--- config.mk ---
export PLATFORM = sky130hd
export DESIGN_NAME = keepalive_retry_supervisor_core
export DESIGN_NICKNAME = d
export VERILOG_FILES = /design/src/rtl/kars_pkg.sv /design/src/rtl/kars_ctrl.sv /design/src/rtl/kars_datapath.sv /design/src/rtl/keepalive_retry_supervisor_core.sv
export SDC_FILE = /design/constraint.sdc
export NUM_CORES = 1
export LEC_CHECK = 0
export BUFFER_PORTS_ARGS = -buffer_cell sky130_fd_sc_hd__buf_2
export CORE_MARGIN = 3
export CORE_UTILIZATION = 45
export CTS_BUF_LIST = sky130_fd_sc_hd__clkbuf_4
export DETAILED_ROUTE_END_ITERATION = 8
export PLACE_DENSITY_LB_ADDON = 0.25
export SETUP_SLACK_MARGIN = 0.5
export SLEW_MARGIN = 20
export SYNTH_ARGS = -nofsm -noshare
export SYNTH_HDL_FRONTEND = slang
export SYNTH_HIERARCHICAL = 1
export SYNTH_SLANG_ARGS = --single-unit
export TNS_END_PERCENT = 20
--- constraint.sdc ---
create_clock -name aclk -period 5.4 [get_ports aclk]
set_input_delay 0.27 -clock aclk [delete_from_list [all_inputs] [get_ports aclk]]
set_output_delay 0.27 -clock aclk [all_outputs]
set_load 0.02 [all_outputs]
--- src/rtl/kars_pkg.sv ---
package kars_pkg;

    // Fixed field widths of the stream items.
    localparam int SLOTS    = 8;
    localparam int ACTION_W = 3;
    localparam int CH_W     = 3;
    localparam int TIME_W   = 32;
    localparam int TMO_W    = 16;
    localparam int RETRY_W  = 4;
    localparam int EVENT_W  = 2;

    // Packed stream widths, padded to whole bytes.
    localparam int S_TDATA_W = 40;
    localparam int M_TDATA_W = 8;

    // Parameter defaults.
    localparam int CHANNELS_DEF    = 8;
    localparam int MAX_TRIES_DEF   = 3;
    localparam int MIN_TIMEOUT_DEF = 500;

    localparam logic [TMO_W-1:0] TIMEOUT_RESET = 16'd1000;

    // Action codes.
    localparam logic [ACTION_W-1:0] ACT_SCAN     = 3'd0;
    localparam logic [ACTION_W-1:0] ACT_ACCEPT   = 3'd1;
    localparam logic [ACTION_W-1:0] ACT_START    = 3'd2;
    localparam logic [ACTION_W-1:0] ACT_STOP     = 3'd3;
    localparam logic [ACTION_W-1:0] ACT_SEND_ALL = 3'd4;
    localparam logic [ACTION_W-1:0] ACT_QUERY    = 3'd5;

    // Event codes of a result.
    localparam logic [EVENT_W-1:0] EV_NONE   = 2'd0;
    localparam logic [EVENT_W-1:0] EV_SEND   = 2'd1;
    localparam logic [EVENT_W-1:0] EV_ERROR  = 2'd2;
    localparam logic [EVENT_W-1:0] EV_STATUS = 2'd3;

    // Commands from the controller to the datapath.
    typedef struct packed {
        logic load;     // latch the accepted item
        logic step;     // process the channel under the cursor in a sweep
        logic single;   // execute a single-channel action
        logic finish;   // emit the held result as the final one
    } cmd_t;

    // Status from the datapath to the controller.
    typedef struct packed {
        logic sweep;      // incoming action visits all channels
        logic hit;        // channel under the cursor produces an event
        logic pend_valid; // a result is held back
        logic out_free;   // output register can take a transfer
        logic idx_last;   // cursor is on the last channel
    } sts_t;

endpackage

--- src/rtl/kars_ctrl.sv ---
module kars_ctrl (
    input  logic          aclk,
    input  logic          aresetn,
    input  logic          s_tvalid,
    output logic          s_tready,
    input  kars_pkg::sts_t sts,
    output kars_pkg::cmd_t cmd
);

    typedef enum logic [3:0] {
        ST_IDLE   = 4'b0001,
        ST_SCAN   = 4'b0010,
        ST_SINGLE = 4'b0100,
        ST_FINAL  = 4'b1000
    } state_t;

    state_t state_reg, state_next;

    assign s_tready = (state_reg == ST_IDLE);

    // Sequencing of one item: sweep or single action, then the final transfer.
    always_comb begin
        state_next = state_reg;
        cmd        = '0;
        unique case (state_reg)
            ST_IDLE: begin
                if (s_tvalid) begin
                    cmd.load   = 1'b1;
                    state_next = sts.sweep ? ST_SCAN : ST_SINGLE;
                end
            end
            ST_SCAN: begin
                // A new event must push the held one out, so wait for room.
                if (!(sts.hit && sts.pend_valid && !sts.out_free)) begin
                    cmd.step = 1'b1;
                    if (sts.idx_last) begin
                        state_next = ST_FINAL;
                    end
                end
            end
            ST_SINGLE: begin
                cmd.single = 1'b1;
                state_next = ST_FINAL;
            end
            ST_FINAL: begin
                if (sts.out_free) begin
                    cmd.finish = 1'b1;
                    state_next = ST_IDLE;
                end
            end
            default: begin
                state_next = ST_IDLE;
            end
        endcase
    end

    always_ff @(posedge aclk) begin
        if (!aresetn) begin
            state_reg <= ST_IDLE;
        end else begin
            state_reg <= state_next;
        end
    end

endmodule

--- src/rtl/kars_datapath.sv ---
module kars_datapath #(
    parameter int CHANNELS    = kars_pkg::CHANNELS_DEF,
    parameter int MAX_TRIES   = kars_pkg::MAX_TRIES_DEF,
    parameter int MIN_TIMEOUT = kars_pkg::MIN_TIMEOUT_DEF
) (
    input  logic                           aclk,
    input  logic                           aresetn,
    input  logic                           cfg_we,
    input  logic [kars_pkg::CH_W-1:0]      cfg_index,
    input  logic [kars_pkg::TMO_W-1:0]     cfg_data,
    input  logic [kars_pkg::S_TDATA_W-1:0] s_tdata,
    input  logic                           m_tready,
    output logic                           m_tvalid,
    output logic                           m_tlast,
    output logic [kars_pkg::M_TDATA_W-1:0] m_tdata,
    input  kars_pkg::cmd_t                 cmd,
    output kars_pkg::sts_t                 sts
);

    localparam int NCH = (CHANNELS < kars_pkg::SLOTS) ? CHANNELS : kars_pkg::SLOTS;
    localparam logic [kars_pkg::CH_W-1:0]    LAST_IDX = kars_pkg::CH_W'(NCH - 1);
    localparam logic [kars_pkg::CH_W:0]      NCH_W    = (kars_pkg::CH_W + 1)'(NCH);
    localparam logic [kars_pkg::RETRY_W-1:0] TRIES    = kars_pkg::RETRY_W'(MAX_TRIES);
    localparam logic [kars_pkg::TMO_W-1:0]   MIN_TMO  = kars_pkg::TMO_W'(MIN_TIMEOUT);

    // Channel state and timeout registers.
    logic [kars_pkg::TMO_W-1:0]   timeout_reg  [kars_pkg::SLOTS];
    logic [kars_pkg::TIME_W-1:0]  deadline_reg [kars_pkg::SLOTS];
    logic [kars_pkg::RETRY_W-1:0] retry_reg    [kars_pkg::SLOTS];
    logic [kars_pkg::SLOTS-1:0]   active_reg;
    logic [kars_pkg::SLOTS-1:0]   error_reg;

    // Latched item and channel cursor.
    logic [kars_pkg::ACTION_W-1:0] action_reg;
    logic [kars_pkg::TIME_W-1:0]   now_reg;
    logic [kars_pkg::CH_W-1:0]     idx_reg;

    // Held-back result, so that the final one can be marked last.
    logic                         pend_valid_reg;
    logic [kars_pkg::CH_W-1:0]    pend_ch_reg;
    logic [kars_pkg::EVENT_W-1:0] pend_ev_reg;
    logic                         pend_err_reg;
    logic                         pend_act_reg;

    // Output register.
    logic                           out_valid_reg;
    logic                           out_last_reg;
    logic [kars_pkg::M_TDATA_W-1:0] out_data_reg;

    logic [kars_pkg::ACTION_W-1:0] in_action;
    logic [kars_pkg::TMO_W-1:0]    tmo_raw;
    logic [kars_pkg::TMO_W-1:0]    tmo_eff;
    logic [kars_pkg::TIME_W-1:0]   rearm_dl;
    logic                          is_scan;
    logic                          chan_due;
    logic                          hit;
    logic                          tries_left;
    logic [kars_pkg::EVENT_W-1:0]  sw_ev;
    logic                          sw_err;
    logic                          op_valid;
    logic                          do_rearm;
    logic                          sg_act;
    logic                          sg_err;
    logic [kars_pkg::EVENT_W-1:0]  sg_ev;
    logic                          push_pend;

    assign in_action = s_tdata[2:0];

    // Effective timeout and new deadline for the channel under the cursor.
    assign tmo_raw  = timeout_reg[idx_reg];
    assign tmo_eff  = (tmo_raw < MIN_TMO) ? MIN_TMO : tmo_raw;
    assign rearm_dl = now_reg + {{(kars_pkg::TIME_W - kars_pkg::TMO_W){1'b0}}, tmo_eff};

    // Sweep decision for the channel under the cursor.
    assign is_scan    = (action_reg == kars_pkg::ACT_SCAN);
    assign chan_due   = active_reg[idx_reg] && !error_reg[idx_reg]
                        && (deadline_reg[idx_reg] < now_reg);
    assign hit        = is_scan ? chan_due : active_reg[idx_reg];
    assign tries_left = (retry_reg[idx_reg] < TRIES);
    always_comb begin
        if (is_scan) begin
            sw_ev  = tries_left ? kars_pkg::EV_SEND : kars_pkg::EV_ERROR;
            sw_err = !tries_left;
        end else begin
            sw_ev  = kars_pkg::EV_SEND;
            sw_err = error_reg[idx_reg];
        end
    end

    // Single-channel actions and the flags they leave behind.
    assign op_valid = ({1'b0, idx_reg} < NCH_W) && (action_reg <= kars_pkg::ACT_QUERY);
    assign do_rearm = op_valid && ((action_reg == kars_pkg::ACT_ACCEPT)
                                   || (action_reg == kars_pkg::ACT_START));
    always_comb begin
        sg_act = active_reg[idx_reg];
        if (action_reg == kars_pkg::ACT_START) begin
            sg_act = 1'b1;
        end else if (action_reg == kars_pkg::ACT_STOP) begin
            sg_act = 1'b0;
        end
        sg_err = do_rearm ? 1'b0 : error_reg[idx_reg];
        sg_ev  = (action_reg == kars_pkg::ACT_QUERY) ? kars_pkg::EV_STATUS : kars_pkg::EV_NONE;
        if (!op_valid) begin
            sg_act = 1'b0;
            sg_err = 1'b0;
            sg_ev  = kars_pkg::EV_NONE;
        end
    end

    assign push_pend = cmd.step && hit && pend_valid_reg;

    // Configuration and channel state.
    always_ff @(posedge aclk) begin
        if (!aresetn) begin
            for (int i = 0; i < kars_pkg::SLOTS; i++) begin
                timeout_reg[i]  <= kars_pkg::TIMEOUT_RESET;
                deadline_reg[i] <= '0;
                retry_reg[i]    <= '0;
            end
            active_reg <= '0;
            error_reg  <= '0;
        end else begin
            if (cfg_we) begin
                timeout_reg[cfg_index] <= cfg_data;
            end
            if (cmd.step && hit && is_scan) begin
                if (tries_left) begin
                    retry_reg[idx_reg]    <= retry_reg[idx_reg] + 1'b1;
                    deadline_reg[idx_reg] <= rearm_dl;
                end else begin
                    error_reg[idx_reg] <= 1'b1;
                end
            end
            if (cmd.single && op_valid) begin
                active_reg[idx_reg] <= sg_act;
                if (do_rearm) begin
                    deadline_reg[idx_reg] <= rearm_dl;
                    retry_reg[idx_reg]    <= '0;
                    error_reg[idx_reg]    <= 1'b0;
                end
            end
        end
    end

    // Control flags of the held result and the output register.
    always_ff @(posedge aclk) begin
        if (!aresetn) begin
            pend_valid_reg <= 1'b0;
            out_valid_reg  <= 1'b0;
        end else begin
            if (cmd.finish) begin
                pend_valid_reg <= 1'b0;
            end else if ((cmd.step && hit) || cmd.single) begin
                pend_valid_reg <= 1'b1;
            end
            if (push_pend || cmd.finish) begin
                out_valid_reg <= 1'b1;
            end else if (m_tready) begin
                out_valid_reg <= 1'b0;
            end
        end
    end

    // Item, cursor and result payload.
    always_ff @(posedge aclk) begin
        if (cmd.load) begin
            action_reg <= in_action;
            now_reg    <= s_tdata[37:6];
            idx_reg    <= sts.sweep ? '0 : s_tdata[5:3];
        end else if (cmd.step) begin
            idx_reg <= idx_reg + 1'b1;
        end
        if (cmd.step && hit) begin
            pend_ch_reg  <= idx_reg;
            pend_ev_reg  <= sw_ev;
            pend_err_reg <= sw_err;
            pend_act_reg <= 1'b1;
        end else if (cmd.single) begin
            pend_ch_reg  <= idx_reg;
            pend_ev_reg  <= sg_ev;
            pend_err_reg <= sg_err;
            pend_act_reg <= sg_act;
        end
        if (push_pend) begin
            out_data_reg <= {1'b0, pend_act_reg, pend_err_reg, pend_ev_reg, pend_ch_reg};
            out_last_reg <= 1'b0;
        end else if (cmd.finish) begin
            // A run without any event still reports one empty result.
            if (pend_valid_reg) begin
                out_data_reg <= {1'b0, pend_act_reg, pend_err_reg, pend_ev_reg, pend_ch_reg};
            end else begin
                out_data_reg <= {1'b0, 1'b0, 1'b0, kars_pkg::EV_NONE, {kars_pkg::CH_W{1'b0}}};
            end
            out_last_reg <= 1'b1;
        end
    end

    assign m_tvalid = out_valid_reg;
    assign m_tlast  = out_last_reg;
    assign m_tdata  = out_data_reg;

    assign sts.sweep      = (in_action == kars_pkg::ACT_SCAN)
                            || (in_action == kars_pkg::ACT_SEND_ALL);
    assign sts.hit        = hit;
    assign sts.pend_valid = pend_valid_reg;
    assign sts.out_free   = !out_valid_reg || m_tready;
    assign sts.idx_last   = (idx_reg == LAST_IDX);

endmodule

--- src/rtl/keepalive_retry_supervisor_core.sv ---
// Keepalive supervisor for up to eight link channels with retry counting.
// Input stream (s_): one transfer is one command: scan, accept, start, stop,
// send-all or query, with a channel number and the current time in ms.
// Output stream (m_): one or more result transfers per command; the final
// one carries tlast. Scan and send-all give one result per channel event,
// or a single empty result when no channel has an event.
// Configuration: cfg_we writes a 16-bit channel timeout at cfg_index at once.
// Sequencing: a single-channel command passes a single and a final state,
// while scan and send-all visit the channels (CHANNELS, capped at eight),
// as one shared compare and deadline adder visits one channel per cycle
// unless the output stalls. The final state waits for a free output register.
// The output is registered, so a new command is accepted while the final
// result of the previous one still waits for m_tready. A stalled receiver
// holds a sweep on the channel that produces the next event.
// Reset (aresetn low, synchronous) clears all channel state, sets every
// timeout to 1000 ms and empties the output register.
module keepalive_retry_supervisor_core #(
    parameter int CHANNELS    = kars_pkg::CHANNELS_DEF,
    parameter int MAX_TRIES   = kars_pkg::MAX_TRIES_DEF,
    parameter int MIN_TIMEOUT = kars_pkg::MIN_TIMEOUT_DEF
) (
    input  logic                           aclk,
    input  logic                           aresetn,
    input  logic                           cfg_we,
    input  logic [kars_pkg::CH_W-1:0]      cfg_index,
    input  logic [kars_pkg::TMO_W-1:0]     cfg_data,
    input  logic                           s_tvalid,
    output logic                           s_tready,
    // action [2:0], channel [5:3], now_ms [37:6], zero pad [39:38]
    input  logic [kars_pkg::S_TDATA_W-1:0] s_tdata,
    output logic                           m_tvalid,
    input  logic                           m_tready,
    output logic                           m_tlast,
    // out_channel [2:0], event_res [4:3], error_flag [5], active_flag [6], zero pad [7]
    output logic [kars_pkg::M_TDATA_W-1:0] m_tdata
);

    kars_pkg::cmd_t cmd;
    kars_pkg::sts_t sts;

    kars_ctrl u_ctrl (
        .aclk     (aclk),
        .aresetn  (aresetn),
        .s_tvalid (s_tvalid),
        .s_tready (s_tready),
        .sts      (sts),
        .cmd      (cmd)
    );

    kars_datapath #(
        .CHANNELS    (CHANNELS),
        .MAX_TRIES   (MAX_TRIES),
        .MIN_TIMEOUT (MIN_TIMEOUT)
    ) u_datapath (
        .aclk      (aclk),
        .aresetn   (aresetn),
        .cfg_we    (cfg_we),
        .cfg_index (cfg_index),
        .cfg_data  (cfg_data),
        .s_tdata   (s_tdata),
        .m_tready  (m_tready),
        .m_tvalid  (m_tvalid),
        .m_tlast   (m_tlast),
        .m_tdata   (m_tdata),
        .cmd       (cmd),
        .sts       (sts)
    );

endmodule

# ---- Word level (Yosys, flattened, before mapping)
# Memories as Yosys holds them, arrays and structs flattened. A register that Yosys moved wholly into a read port is not among the register bits.
# Cells that the tools add are included.
dict set report word_totals {
  ff_bits 75
  memories 3
  mem_bits_rw 416
  output_inout_bits 11
}
# name depth word_bits rd rd_clocked_by_memory_dff write_ports line
set mem_list {}
lappend mem_list {u_datapath.deadline_reg 8 32 1 1 8 kars_datapath.sv:28} ;# logic [kars_pkg::TIME_W-1:0] deadline_reg [kars_pkg::SLOTS];
lappend mem_list {u_datapath.timeout_reg 8 16 1 1 8 kars_datapath.sv:27} ;# logic [kars_pkg::TMO_W-1:0] timeout_reg [kars_pkg::SLOTS];
lappend mem_list {u_datapath.retry_reg 8 4 1 1 8 kars_datapath.sv:29} ;# logic [kars_pkg::RETRY_W-1:0] retry_reg [kars_pkg::SLOTS];
dict set report classes {
  n_lt_le_gt_ge 6
  n_bitwise 6
  eq_ne 14
  addsub 3
  n_reduce_logical 30
  n_mux 77
}
# operator count
set ops {}
lappend ops {{$mux 32} 2}
lappend ops {{$mux 8} 5}
lappend ops {{$mux 1} 36}
lappend ops {{$mux 3} 12}
lappend ops {{$add 32x16->32} 1}
lappend ops {{$lt 32x32->1} 1}
lappend ops {{$mux 16} 2}
lappend ops {{$reduce_or 32->1} 1}
lappend ops {{$mux 4} 6}
lappend ops {{$mux 7} 3}
lappend ops {{$lt 16x9->1 const B} 1}
lappend ops {{$pmux 4 s4} 1}
lappend ops {{$reduce_or 16->1} 1}
lappend ops {{$mux 2} 6}
lappend ops {{$logic_and 1x1->1} 10}
lappend ops {{$eq 3x3->1 const B} 3}
lappend ops {{$and 8x8->8} 1}
lappend ops {{$bwmux 8} 1}
lappend ops {{$not 8->8} 1}
lappend ops {{$or 8x8->8} 1}
lappend ops {{$reduce_bool 2->1} 4}
lappend ops {{$bmux 1 s3} 2}
lappend ops {{$eq 3x2->1 const B} 2}
lappend ops {{$logic_not 3->1} 2}
lappend ops {{other kinds (21)} 31}

# ---- Logic depth before layout (Yosys ltp)
# Gate-level depths: netlist of run 1.
dict set report logic_depth {
  word_depth 18
  depth_mapped 22
  depth_no_buf 18
}

# ---- By module
# Netlist of run 1, hierarchy kept.
# module area_per_inst_um2 cells_each n_inst seq_area_each_um2
set by_module_without_submodules {}
lappend by_module_without_submodules {kars_datapath 22715.5 1581 1 14483.9}
lappend by_module_without_submodules {kars_ctrl 256.5 29 1 80.1}

# ---- Worst setup path before layout of run 1
# Ideal clock, no wire load.
dict set report synth_timing {
  kind {flip-flop to flip-flop}
  from {register with a tool-made name}
  to {memory u_datapath/deadline_reg[6][0] (netlist bit) (enable)}
  path_stages_with_launch 22
  slack_ns -0.587
  required_ns 5.006
  n_path_buf 7
  arrival_ns 5.594
  cell_sequence {dfxtp_1 > buf_6 > buf_2 > buf_1 > buf_2 > mux4_2 > mux2_2 > ha_1 > nand4_1 > nor4_1 > o21ai_0 > o211ai_2 > a221oi_1 > buf_4 > nand3b_1 > nor2b_1 > nor2b_1 > a31o_1 > buf_6 > nand4_4 > buf_6 > nand2_1}
}
# item line
set synth_lines {}
lappend synth_lines {{to (decl)} kars_datapath.sv:28}

==> impl_results.md, run 1 <==
- Die Ht: 232 um
- Tmin final: 4.79 ns
- Area Growth Syn to Fin: 23.6%
- Worst EP arrival: 5.44 ns
- Clk slew on worst S/H paths: 0.07 ns
- Quantity of I/O buffers inserted on ports: 71
- Synthesized flop and latch total: 494
- Post-Syn Instances: 1,610
- Final hold viol count: 0
- Max Cap Viol: 0
- Synth top cells by count: edfxtp_1 (467), nor2_1 (315), mux4_2 (100)
- Final std cells w/o fill: 2,740
- Full die area: 53,800 um^2
- Fin nets: 2,088
- Max reg flops: 256
- Clk root buf: clkbuf_4
- DP HPWL: 34.1 mm
- Hold_sp: s_tdata[16]
- Routability cong.: 0.835
- Peak VDD IR: 0.000178 V
- Outcome: finished clean
- Largest area contributor in the netlist: edfxtp_1
- Slew Limit Fails: 0
- Grt met2 use: 36.9%
- CTS Buffer Depth: 3
- Total power draw: 10,900 uW
- FP Rows: 82
- Final Setup Violations: 0
- CTS Buf Count: 131
- Initial antenna violation count: 3
- Synth Warn #: 6
- Post-Syn Area: 23,000 um^2
- Busiest layer in global routing: met2
- Starting Density: 45.7%
- Power Density: 385 nW/um^2
- DR vias: 15,044
- Most frequent cell after synthesis: edfxtp_1
- Tot GR Track Use: 22.3%
- Htree depth: 4
- Post-synth top area share: 61.0%
- Total Negative Setup Slacks: 0 ns
- Fin crit share: 88.7%
- Cell leakage power: 0.0107 uW
- GR Layer Usage met3: 5.45%
- CTS tree: done
- Relative slew slack: 25.9%
- Async set-reset flop share out of synthesis: 0%
- Drt first pass iters: 5
- Vias in the first global route: 15,527
- HP Class: primary input to flop
- Worst slew pin tran: 1.11 ns
- Fraction of layout cells with a size suffix above 1: 29.8%
- Register area share after synthesis: 63.4%
- RSZ-0062 raised after global routing: true
- Crit path capture type: flop
- WL/cell: 22.3 um
- # placed instances: 2,369
- Die width: 232 um
- GR Overflow Total: 0
- Maximum fanout along the worst path: 17
- Fmax: 0.209 GHz
- Detail Route Antenna Nets: 0
- Netlist cell types: 68
- Clk_skew: 0.0918 ns
- First-pass GRT wire length: 88.9 mm
- Worst skew pair latency: 0.98 ns
- Drt drc: 0
- Synth area leaders: edfxtp_1 (61%), mux4_2 (9.8%), nor2_1 (5.1%)
- Number of enable flip-flop cells after synthesis: 467
- Ys flop type: edfxtp_1
- Via density: 5.49
- Iter 0 DRT Violations: 1,104
- CP required: 6.05 ns
- Worst hold margin: 0.111 ns
- Largest net degree at the start of global routing: 43
- Startpoint class of the critical path: flop
- # IOs: 75
- Core area: 50,300 um^2
- Final wirelength: 61.1 mm
- Worst Setup Path Type: flop to flop
- Syn avg cell area: 14.3 um^2
- GR Util met1: 28.6%
- # clock sinks: 494
## cell families after synthesis
kind of cell	synth area share, %
AOI/OAI and AO/OA	3.71
DFF	63.4
adders and majority gates	2.81
buffers and inverters	2.84
and+or+nand+nor	13.4
xor gates and xnor gates	1.22
muxes	12.6
other	0.0163
## repair_timing
| action | 4_1_cts | 5_1_grt |
|---|---|---|
| setup endpoints to repair | 567 | 565 |
| cloned | 6 | 11 |
| hold buffers | 98 | 0 |
| pin swaps | 7 | 13 |
| hold endpoints to repair | 208 | 0 |
| gates resized for setup | 35 | 35 |
| buffers inserted | 11 | 17 |
## metal layers
layer / vias up / routed length (um)
li1: 6810 / -
met1: 7613 / 25200
met2: 516 / 30300
met3: 105 / 4110
met4: 0 / 1580
met5: - / 0
## critical path: stages (launching register included)
cell and delay [ns]:
dfxtp_4 0.45, buf_16 0.17, buf_12 0.12, mux4_2 0.49, mux2_2 0.30, ha_1 0.29, a21o_1 0.16, a21o_1 0.16
a21oi_1 0.37, o211ai_2 0.15, buf_4 0.19, a221oi_2 0.24, nand3b_1 0.13, nor2b_4 0.15, nor2b_2 0.16, a31o_1 0.20
buf_12 0.16, nand4_4 0.17, buf_4 0.16, buf_12 0.18, nor2_1 0.07
## power breakdown
group          internal [uW]  switching [uW]  total [uW]
registers               4390             102        4490
logic                   1430            1770        3200
clock network           1750            1510        3260
## per-stage QoR
step	setup slack, ns	instance area (um^2)	utilization [%]
2_1_floorplan	0.511	23200	-
3_3_place_gp	0.0894	24700	49.2
3_5_place_dp	0.0830	24700	49.2
4_1_cts	0.473	27800	55.3
5_1_grt	0.433	28400	56.5
6_report	0.610	28400	56.5
## worst paths after layout
| path | depth (start not counted) | slack (ns) | endpoint |
|---|---|---|---|
| setup / recovery | 20 | 0.61 | u_datapath/deadline_reg[6][4]$_SDFFCE_PN0P_ |
| hold / removal | 2 | 0.11 | u_datapath/now_reg[10]$_DFFE_PP_ |
| setup reg to reg | 20 | 0.61 | u_datapath/deadline_reg[6][4]$_SDFFCE_PN0P_ |
| hold reg to reg | 1 | 0.47 | u_datapath/m_tlast$_SDFFE_PP0P_ |
## cell usage in the layout (no fill, tap or decap), types with 6 or more instances in the layout
master and count:
a211oi_1 6, dlygate4sd3_1 98, edfxtp_1 467, nand2_8 10, inv_2 8, buf_12 29, nand2b_1 33, buf_4 73
o221a_1 8, or3_1 25, o21ai_0 12, ha_1 49, clkbuf_16 7, conb_1 17, mux2_2 41, mux4_2 100
o21ai_1 7, clkbuf_4 197, nor3_1 25, clkinv_1 17, mux2i_1 6, inv_1 45, nand4_1 9, a21o_1 14
a21oi_1 32, dfxtp_1 24, and2_1 88, nor2b_1 6, buf_2 71, nand3_1 14, buf_16 7, xnor2_1 18
nand2_1 50, nor2_1 315, xor2_1 13
## area by class of cell
cell class,count,area [um^2]
fill,4090,21900
sequential,494,14600
multi-input combinational,1009,8220
timing repair buffer,289,2930
clock buffer,197,1480
tap,672,841
inverter,48,180
clock inverter,27,161
antenna,4,10.0
Note: power is estimated with default switching activity, not from simulation.
==> inputs of run 2 (changes only) <==
CORE_MARGIN = not set   (was 3)
==> impl_results.md, run 2 (synthesized netlist as in run 1, its figures left out) <==
- CP max stage delay: 0.52 ns
- DR vias: 14,676
- Starting Density: 45.7%
- Hold_sp: cfg_we
- Final Setup Violations: 0
- Worst slew pin tran: 1.09 ns
- Final wirelength: 57.1 mm
- Maximum fanout along the worst path: 13
- Reg2reg setup slack: 0.64 ns
- CTS Buf Count: 133
- Slew Limit Fails: 0
- Outcome: finished clean
- CP required: 5.98 ns
- Worst skew pair latency: 0.87 ns
- Largest net degree at the start of global routing: 50
- Max Cap Viol: 0
- Critical path capture point: u_datapath/deadline_reg[2][29]$_SDFFCE_PN0P_
- Crit path buf inv count: 5
- Startpoint class of the critical path: flop
- Worst Setup Path Type: flop to flop
- WL/cell: 21.1 um
- Die width: 228 um
- Final hold viol count: 0
- Power Density: 390 nW/um^2
- Post-route cell area: 27,800 um^2
- Top cell by count, worst path: buf_4
- Area Growth Syn to Fin: 21.0%
- Via density: 5.43
- Clk_skew: 0.0633 ns
- Total Negative Setup Slacks: 0 ns
- # IOs: 75
- CTS Buffer Depth: 3
- Clk slew on worst S/H paths: 0.07 ns
- Htree depth: 4
- Placed cell areas: 25,000 um^2
- Worst R2R End: u_datapath/deadline_reg[2][29]$_SDFFCE_PN0P_
- First-pass GRT wire length: 86.1 mm
- DP HPWL: 34.5 mm
- Fin crit share: 88.1%
- Initial antenna violation count: 1
- RSZ-0062 raised after global routing: true
- GR Overflow Total: 0
- FP Rows: 82
- Quantity of I/O buffers inserted on ports: 71
- Worst R2R Path Depth: 19
- Fin nets: 2,053
- Worst path cell trace: buf_12 > buf_12 > mux4_2 > mux2_2 > nor4_1 > nand3_1 > buf_4 > nand2_1 > ha_1 > o21a_1 > o2111a_1 > nor2b_1 > a21oi_2 > o21bai_1 > buf_4 > nand4_1 > xnor2_1 > buf_4 > nor2_1
- Tot GR Track Use: 22.1%
- Drt first pass iters: 5
- Slowest-stage cell, CP: mux4_2
- Top cell family by delay on the critical path: buffers and inverters
- Tmin final: 4.76 ns
- Core area: 50,300 um^2
- Commonest cells after routing, fill and taps aside: edfxtp_1 (467), nor2_1 (315), clkbuf_4 (199)
- Fmax: 0.210 GHz
- Most common cell after layout, fill and taps aside: edfxtp_1
- Routability cong.: 0.847
- Die Ht: 228 um
- Drt drc: 0
- Clk root buf: clkbuf_4
- Iter 0 DRT Violations: 1,025
- Peak VDD IR: 0.000182 V
- Worst path depth: 19
- Relative slew slack: 27.4%
- Full die area: 52,000 um^2
- # clock sinks: 494
- Fraction of layout cells with a size suffix above 1: 30.5%
- Crit path capture type: flop
- CTS tree: done
- Cell leakage power: 0.0104 uW
- HP Class: primary input to flop
- Detail Route Antenna Nets: 0
- Vias in the first global route: 15,221
- Max reg flops: 256
- Worst EP arrival: 5.34 ns
-- run 2: power by group --
| part | internal (uW) | leakage (uW) | switching, uW |
|---|---|---|---|
| clock network | 1820 | 0.00101 | 1510 |
| logic | 1330 | 0.00451 | 1680 |
| registers | 4390 | 0.00492 | 113 |
-- run 2: how the worst min path moves through the flow --
stage	endpoint	slack [ns]	depth (start not counted)
floorplan	u_datapath/action_reg[0]$_DFFE_PP_	0.37	0
global placement	u_datapath/now_reg[17]$_DFFE_PP_	0.45	1
detailed placement	u_datapath/now_reg[22]$_DFFE_PP_	0.45	1
CTS	u_datapath/timeout_reg[6][6]$_SDFFCE_PN1P_	0.02	5
global route	u_datapath/now_reg[29]$_DFFE_PP_	0.07	2
finish	u_datapath/timeout_reg[6][6]$_SDFFCE_PN1P_	0.1	5
-- run 2: metal layers --
| layer | wire (um) | share of wire, % | global-route usage (%) | vias up |
|---|---|---|---|---|
| met3 | 3280 | 5.7 | 3.76 | 105 |
| met5 | 0 | 0 | 0 | - |
| met2 | 29100 | 51 | 37.8 | 505 |
| met1 | 23200 | 41 | 27.9 | 7341 |
| li1 | - | - | - | 6725 |
| met4 | 1530 | 2.7 | 8.79 | 0 |
-- run 2: worst reg2reg max path, stage by stage, from the launching register on --
cell	delay, ns
dfxtp_4	0.45
buf_12	0.18
buf_12	0.19
mux4_2	0.52
mux2_2	0.34
nor4_1	0.29
nand3_1	0.20
buf_4	0.20
nand2_1	0.09
ha_1	0.27
o21a_1	0.22
o2111a_1	0.29
nor2b_1	0.16
a21oi_2	0.28
o21bai_1	0.11
buf_4	0.18
nand4_1	0.13
xnor2_1	0.13
buf_4	0.19
nor2_1	0.06
-- run 2: what timing repair did --
action,in CTS,in global routing
gates cloned,0,3
buffers inserted,2,22
hold buffers,62,0
gates resized for setup,26,23
pin swaps,1,11
hold endpoints to repair,206,0
endpoints found under the setup margin,543,556
-- run 2: layout make-up --
class	instances	area, um^2
Tap cell	672	841
Antenna cell	2	5.00
Inverter	48	180
Clock inverter	26	203
Multi-Input combinational cell	1004	8090
Clock buffer	199	1490
Timing Repair Buffer	257	2400
Sequential cell	494	14600
Fill cell	4192	22500
-- run 2: stage by stage --
| step | hold slack, ns | setup WS, ns | std cells | power (uW) | util (%) |
|---|---|---|---|---|---|
| 6_report | 0.0963 | 0.642 | 2702 | 10800 | 55.3 |
| 5_1_grt | 0.0717 | 0.487 | 2702 | 11400 | 55.3 |
| 4_1_cts | 0.0181 | 0.501 | 2675 | 10800 | 54.5 |
| 3_5_place_dp | 0.449 | 0.251 | 2386 | 7430 | 49.7 |
| 3_3_place_gp | 0.448 | 0.358 | 2386 | 7370 | 49.7 |
| 2_1_floorplan | 0.369 | 0.511 | 1626 | 6350 | - |
